[src/rtl/dfa_pkg.sv]
// ----------------------------------------------------------------------------
// dfa_pkg
// Shared types, field widths, mode codes and helpers for the word recognizer.
// ----------------------------------------------------------------------------
`default_nettype none

package dfa_pkg;

  localparam int STATE_COUNT_DEF = 16;
  localparam int SYMBOL_BITS_DEF = 8;

  // Fixed field widths of the item and result words
  localparam int MODE_W = 3;
  localparam int SYM_W  = 8;
  localparam int ST_W   = 4;

  typedef enum logic [MODE_W-1:0] {
    MODE_LOAD_TRANS = 3'd0,
    MODE_LOAD_FINAL = 3'd1,
    MODE_LOAD_ALPHA = 3'd2,
    MODE_RUN        = 3'd3,
    MODE_EMPTY      = 3'd4
  } mode_t;

  // One transition table entry: error marker plus destination state
  typedef struct packed {
    logic            err;
    logic [ST_W-1:0] dest;
  } entry_t;

  localparam entry_t ERR_ENTRY = '{err: 1'b1, dest: '0};

  typedef struct packed {
    logic [MODE_W-1:0] mode;
    logic [SYM_W-1:0]  symbol;
    logic [ST_W-1:0]   state_index;
    logic [ST_W-1:0]   next_state;
    logic              to_error;
    logic              flag_bit;
    logic              last;
  } item_t;

  typedef struct packed {
    logic            accepted;
    logic [ST_W-1:0] end_state;
    logic            ended_in_error;
  } result_t;

  // Write command into the table / alphabet memory
  typedef struct packed {
    logic             trans_en;
    logic             alpha_en;
    logic [SYM_W-1:0] sym;
    logic [ST_W-1:0]  lane;
    entry_t           entry;
    logic             alpha_bit;
  } tmem_wr_t;

  // Number of table lanes: only states a 4-bit field can name are stored
  function automatic int lane_count(int state_count);
    return (state_count < (1 << ST_W)) ? state_count : (1 << ST_W);
  endfunction

  function automatic logic state_ok(logic [ST_W-1:0] s, int state_count);
    return int'(s) < state_count;
  endfunction

  function automatic logic sym_ok(logic [SYM_W-1:0] s, int symbol_bits);
    return (s >> symbol_bits) == '0;
  endfunction

endpackage

`default_nettype wire

[src/rtl/dfa_word.sv]
// ----------------------------------------------------------------------------
// dfa_word
// Word state (current state, sticky fail, in-word) and final flags; one step
// of the automaton per run item in the stage register.
// ----------------------------------------------------------------------------
`default_nettype none

module dfa_word import dfa_pkg::*; #(
  parameter int STATE_COUNT = STATE_COUNT_DEF,
  parameter int SYMBOL_BITS = SYMBOL_BITS_DEF
) (
  input  logic                                clk,
  input  logic                                rst,
  input  logic                                fire,
  input  item_t                               s1,
  input  entry_t [lane_count(STATE_COUNT)-1:0] row,
  input  logic                                alpha,
  input  logic [ST_W-1:0]                     start_state,
  output logic                                has_result,
  output result_t                             res
);

  localparam int LANES  = lane_count(STATE_COUNT);
  localparam int LANE_W = $clog2(LANES);

  logic [ST_W-1:0]  cur_state;
  logic             failed;
  logic             in_word;
  logic [LANES-1:0] final_flags;

  logic            is_run;
  logic            is_empty;
  logic            end_word;
  logic [ST_W-1:0] base_state;
  logic            base_fail;
  logic            base_ok;
  entry_t          ent;
  logic            step_fail;
  logic [ST_W-1:0] state_next;
  logic            failed_next;
  logic            err;
  logic            fin;

  always_comb begin
    is_run     = (s1.mode == MODE_RUN);
    is_empty   = (s1.mode == MODE_EMPTY);
    end_word   = is_empty || (is_run && s1.last);
    has_result = end_word;

    // A new word starts from the configured start state
    base_state = in_word ? cur_state : start_state;
    base_fail  = in_word ? failed : !state_ok(start_state, STATE_COUNT);
    base_ok    = state_ok(base_state, STATE_COUNT);

    ent       = base_ok ? row[base_state[LANE_W-1:0]] : ERR_ENTRY;
    step_fail = !sym_ok(s1.symbol, SYMBOL_BITS) || !alpha || !base_ok || ent.err;

    state_next  = (is_run && !base_fail && !step_fail) ? ent.dest : base_state;
    failed_next = base_fail || (is_run && step_fail);

    err = failed_next || !state_ok(state_next, STATE_COUNT);
    fin = err ? 1'b0 : final_flags[state_next[LANE_W-1:0]];

    res.accepted       = fin;
    res.end_state      = err ? '0 : state_next;
    res.ended_in_error = err;
  end

  always_ff @(posedge clk) begin
    if (rst) begin
      in_word   <= 1'b0;
      cur_state <= '0;
      failed    <= 1'b0;
    end else if (fire && (is_run || is_empty)) begin
      if (end_word) begin
        in_word   <= 1'b0;
        cur_state <= '0;
        failed    <= 1'b0;
      end else begin
        in_word   <= 1'b1;
        cur_state <= state_next;
        failed    <= failed_next;
      end
    end
  end

  always_ff @(posedge clk) begin
    if (rst) begin
      final_flags <= '0;
    end else if (fire && s1.mode == MODE_LOAD_FINAL &&
                 state_ok(s1.state_index, STATE_COUNT)) begin
      final_flags[s1.state_index[LANE_W-1:0]] <= s1.flag_bit;
    end
  end

endmodule

`default_nettype wire

[config.mk]
export PLATFORM = sky130hd
export DESIGN_NAME = dfa_word
export DESIGN_NICKNAME = d
export VERILOG_FILES = /design/src/rtl/dfa_pkg.sv /design/src/rtl/dfa_word.sv
export SDC_FILE = /design/constraint.sdc
export NUM_CORES = 1
export LEC_CHECK = 0
export BUFFER_PORTS_ARGS = -buffer_cell sky130_fd_sc_hd__buf_2
export CAP_MARGIN = 10
export CORE_ASPECT_RATIO = 1.2
export CORE_MARGIN = 1.5
export CORE_UTILIZATION = 45
export DETAILED_ROUTE_END_ITERATION = 8
export HOLD_SLACK_MARGIN = 0.12
export PLACE_DENSITY_LB_ADDON = 0.12
export SETUP_SLACK_MARGIN = 0.15
export SYNTH_ARGS = -nofsm -noshare
export SYNTH_HDL_FRONTEND = slang
export SYNTH_SLANG_ARGS = --single-unit
export TNS_END_PERCENT = 10
[constraint.sdc]
create_clock -name clk -period 3.9 [get_ports clk]
set_input_delay 0.195 -clock clk [delete_from_list [all_inputs] [get_ports clk]]
set_output_delay 0.195 -clock clk [all_outputs]
set_load 0.02 [all_outputs]
# == Word-level counts from Yosys, hierarchy flattened ==
# Index checks and enable logic that the tools add are counted.
# Widths: inputs -> output; s select.
# totals
ff_bits,22
latchBits,0
ram_bits,0
mem_bits_ro,0
inputBits,110
out_inout_bits,7
wordCells,40
memories,0
# op_classes
add_sub_neg,0
n_mul,0
n_div,0
n_lt_le_gt_ge,4
eq_ne,3
shifts,0
n_mux,15
n_bitwise,0
reduce_logical,14
# op_table
op,n
$bmux 5 s4,1
$bwmux 16,1
$mux 4,4
$lt 4x5->1 const B,3
$logic_and 1x1->1,7
$mux 1,6
$mux 5,1
$bmux 1 s4,1
$demux 1 s4,1
$ge 4x1->1 const B,1
$logic_or 1x1->1,4
$eq 3x1->1 const B,1
$eq 3x2->1 const B,1
$eq 3x3->1 const B,1
$logic_not 1->1,3

# == Longest topological paths before layout ==
# logic_depth
ltp_word,10
mapped_depth,14
ltp_nobuf,9

# == Worst setup path before layout ==
# No wires, ideal clock.
# synth_path
path_type,flip-flop to output port
from,reg in_word
to,out res[5] (netlist name)
t_arrival_ns,3.473
required_time_ns,3.705
slack_ns,0.232
path_stages_with_launch,14
path_buffers,4
path_cell_list,dfxtp_1 buf_6 mux2_4 buf_6 mux4_2 and2_0 or4b_1 buf_6 o31a_1 or2_2 nor2_1 o21ai_0 o31ai_1 buf_4
# synth_via
elab_chain_cells,10
word_cells_on_any_way,15
classes_between,mux (8); reduce/logical (7)
# synth_rtl
element,line,source
from (decl),dfa_word.sv:28,logic in_word;
from (signal assigned),dfa_word.sv:71,in_word <= 1'b0;
from (signal assigned),dfa_word.sv:76,in_word <= 1'b0;
from (signal assigned),dfa_word.sv:80,in_word <= 1'b1;
$mux 4,dfa_word.sv:51,base_state = in_word ? cur_state : start_state;
$bmux 5 s4,dfa_word.sv:55,ent = base_ok ? row[base_state[LANE_W-1:0]] : ERR_ENTRY;
$mux 5 (not written as such),dfa_word.sv:55,
$logic_or 1x1->1,dfa_word.sv:56,"step_fail = !sym_ok(s1.symbol, SYMBOL_BITS) || !alpha || !base_ok || ent.err;"
$logic_not 1->1,dfa_word.sv:58,state_next = (is_run && !base_fail && !step_fail) ? ent.dest : base_state;
$logic_and 1x1->1,dfa_word.sv:58,
$mux 4,dfa_word.sv:58,
$bmux 1 s4,dfa_word.sv:62,fin = err ? 1'b0 : final_flags[state_next[LANE_W-1:0]];
$mux 1 (not written as such),dfa_word.sv:62,
$mux 1 (*),dfa_word.sv:62,
to (decl),dfa_word.sv:20,output result_t res
# Mark *: on every way between the ends. The rest lies on a longest branch, timed or not. The select of a mux whose other input is x is not followed.

==> metrics.csv <==
metric,value,unit
avgRoutedWirePerCell,14.8,um
synth_xor_area_frac,0,
wl_met2,3040,um
dp_hpwl,4550,um
rows,26,
finalCritPeriodShare,0.937,
netlist_area,2060,um^2
mostFrequentLayoutCell,buf_2,
routed.top_layer,met4,
yosysWarningCount,0,
fill_cells,383,
p_sw,0.200,mW
ir_drop,0.267,mV
ys.flop_type,dfxtp_1,
regToRegSetupSlack,990,ps
skew,5.06,ps
cts_buffers,3,
dp_cells,381,
holdPathEnd,final_flags[3]$_SDFFE_PP0P_,
setup_tns,0,ps
portBuffers,103,
dr.pass1.iters,4,
crit_slowest_cell,or4b_4,
grt_start_max_net_pins,23,
hold_path_depth,3,
whs,325,ps
synth_nets,341,
worstHoldStart,s1[1],
ios,117,
start_util,0.476,
cp_top_family,simple AND/OR/NAND/NOR gates,
combPwrFrac,0.366,
grt_pass1_wl,8960,um
status,completed,
finalHoldViolations,0,
p_leak,1.23,nW
htree_levels,1,
hold_path.class,in2reg,
clk_latency,270,ps
cts_tree,done,
layout-drive-gt1-share,0.482,
grt_setup_unrepaired,true,
synth-compound-area-share,0.151,
drtAntennaViolNets,0,
grt_antenna_before_repair,0,
multi_input_area,1610,um^2
clkTransAtPathRegs,80,ps
synth_seq_area_share,0.214,
synth_simple_gate_area_share,0.230,
crit_buf_inv,3,
rr_worst_depth,9,
crit_chain,mux2_4 > mux4_2 > and2_4 > or4b_4 > buf_6 > o31a_1 > a31oi_4 > buf_6 > nand4b_1 > o2111ai_4 > o31ai_2 > buf_4,
drt_iter0_markers,62,
r2r-end,cur_state[3]$_SDFFE_PP0P_,
die_h,77.1,um
worst_setup_path_start_kind,flop,
wl_met3,314,um
setup_violations,0,
pre_cts_ws,256,ps
async_flop_share,0,
cpPeakStageDelay,540,ps
finalNonFillerCells,388,
overflow,0,
synth_cell_type_count,48,
drc,0,
p_clk_frac,0.305,
place_congestion,0.836,
post-route-util,0.650,
tightestPinTransition,577,ps
avgViaCountPerCell,5.59,
syn_inst,231,
clockBufferDepth,2,
met1Wirelength,2280,um
cts_root_buf,clkbuf_8,
core_area,4330,um^2
fin_crit,3650,ps
crit_fanout,6,
slew_violations,0,
maxSlewHeadroom,0.613,
cp.arrival,3460,ps
synth_top_family_by_area,multiplexers,
powerDensity,248,nW/um^2
critPathKind,reg2out,
seqCellArea,442,um^2
synth_seq_cells,22,
seqPwrFrac,0.328,
grt_pass1_vias,2112,
synth_area_per_cell,8.92,um^2
crit_required,3700,ps
muxShareOfSynthArea,0.348,
r2r-start,in_word$_SDFFE_PP0P_,
die-area,4990,um^2
synth-adder-area-share,0,
crit_path_frequent_cell,buf_6,
die_w,64.8,um
synth-edff-count,0,
critPathCaptureType,output port,
p_int,0.499,mW
maxCapViolCount,0,
wl,5740,um
area_delta_synth_final,36.6,%
dr_total_vias,2169,
clock.fmax,274,MHz
final_cell_mix,"102 x buf_2, 28 x mux2i_1, 27 x nand2_1",
grt.total_usage,0.221,
setup_ws,246,ps
switching_share,0.286,
num-nets-final,443,
numClockSinks,22,
antenna_cells,0,
## power groups by stage
stage          clock [mW]  combinational (mW)  sequential [mW]
6_report            0.213               0.256            0.229
5_1_grt             0.227               0.277            0.230
4_1_cts             0.216               0.234            0.229
3_5_place_dp            0               0.228            0.235
3_3_place_gp            0               0.225            0.234
2_1_floorplan           0               0.153            0.234
## cell usage after synthesis, types with 3 or more instances
master | number | area (um^2)
a21oi_1 | 12 | 60.1
a22oi_1 | 3 | 22.5
and3_1 | 3 | 18.8
and3b_1 | 3 | 26.3
buf_6 | 4 | 45.0
clkbuf_1 | 9 | 33.8
dfxtp_1 | 22 | 440
inv_1 | 4 | 15.0
mux2_2 | 4 | 45.0
mux2i_1 | 28 | 280
mux4_2 | 16 | 360
nand2_1 | 27 | 101
nand2b_1 | 5 | 31.3
nand3_1 | 12 | 60.1
nor2_1 | 22 | 82.6
nor2b_1 | 3 | 18.8
nor3b_1 | 3 | 22.5
o21ai_0 | 10 | 50.1
o31a_1 | 3 | 26.3
o32ai_1 | 4 | 35.0
## metrics by stage
| step | area (um^2) | total power [mW] |
|---|---|---|
| after global routing | 2810 | 0.734 |
| after global placement | 2600 | 0.459 |
| after CTS | 2700 | 0.679 |
| final | 2810 | 0.699 |
| after detailed placement | 2600 | 0.462 |
| after floorplan | 2060 | 0.386 |
## metal layers
| metal | vias to the layer above | global-route usage |
|---|---|---|
| li1 | 1070 | - |
| met1 | 1025 | 0.234 |
| met2 | 64 | 0.436 |
| met3 | 10 | 0.0279 |
| met4 | 0 | 0.0681 |
| met5 | - | 0 |
## state kept, by name, summed over array words and instances (netlist names)
name,cells
final_flags,16
cur_state,4
failed,1
in_word,1
## repair_timing
action | 4_1_cts | 5_1_grt
gates resized for setup | 5 | 19
buffers inserted | 0 | 3
hold buffers | 0 | 0
endpoints found under the setup margin | 1 | 1
pin swaps | 0 | 6
## worst max path at each step
stage | start | end | slack [ps] | depth (start not counted)
3_5_place_dp | in_word$_SDFFE_PP0P_ | res[5] | 260 | 10
2_1_floorplan | in_word$_SDFFE_PP0P_ | res[5] | 230 | 13
3_3_place_gp | in_word$_SDFFE_PP0P_ | res[5] | 260 | 10
5_1_grt | in_word$_SDFFE_PP0P_ | res[5] | 110 | 12
6_report | in_word$_SDFFE_PP0P_ | res[5] | 250 | 12
4_1_cts | in_word$_SDFFE_PP0P_ | res[5] | 160 | 11
## logic make-up (layout without fill, tap and decap cells)
kind of cell	after synthesis	count (layout)
AO/OA/AOI/OAI	46	46
buffers and inverters	21	122
flip-flops	22	22
multiplexers	50	50
AND/OR/NAND/NOR	92	92
## layout make-up
| class | instances | area share |
|---|---|---|
| Sequential cell | 22 | 0.157 |
| Tap cell | 56 | 0.0249 |
| Clock inverter | 1 | 0.0107 |
| Inverter | 4 | 0.00534 |
| Clock buffer | 3 | 0.0147 |
| Multi-Input combinational cell | 188 | 0.571 |
| Timing Repair Buffer | 114 | 0.216 |
## worst register-to-register path: stages (launching register included)
cell	delay, ps
dfxtp_2	370
mux2_4	330
mux4_2	420
and2_4	160
or4b_4	540
buf_6	160
o31a_1	290
or2_2	290
nand2b_1	140
a21oi_1	140
No activity file was read; power rests on OpenSTA's default activity.
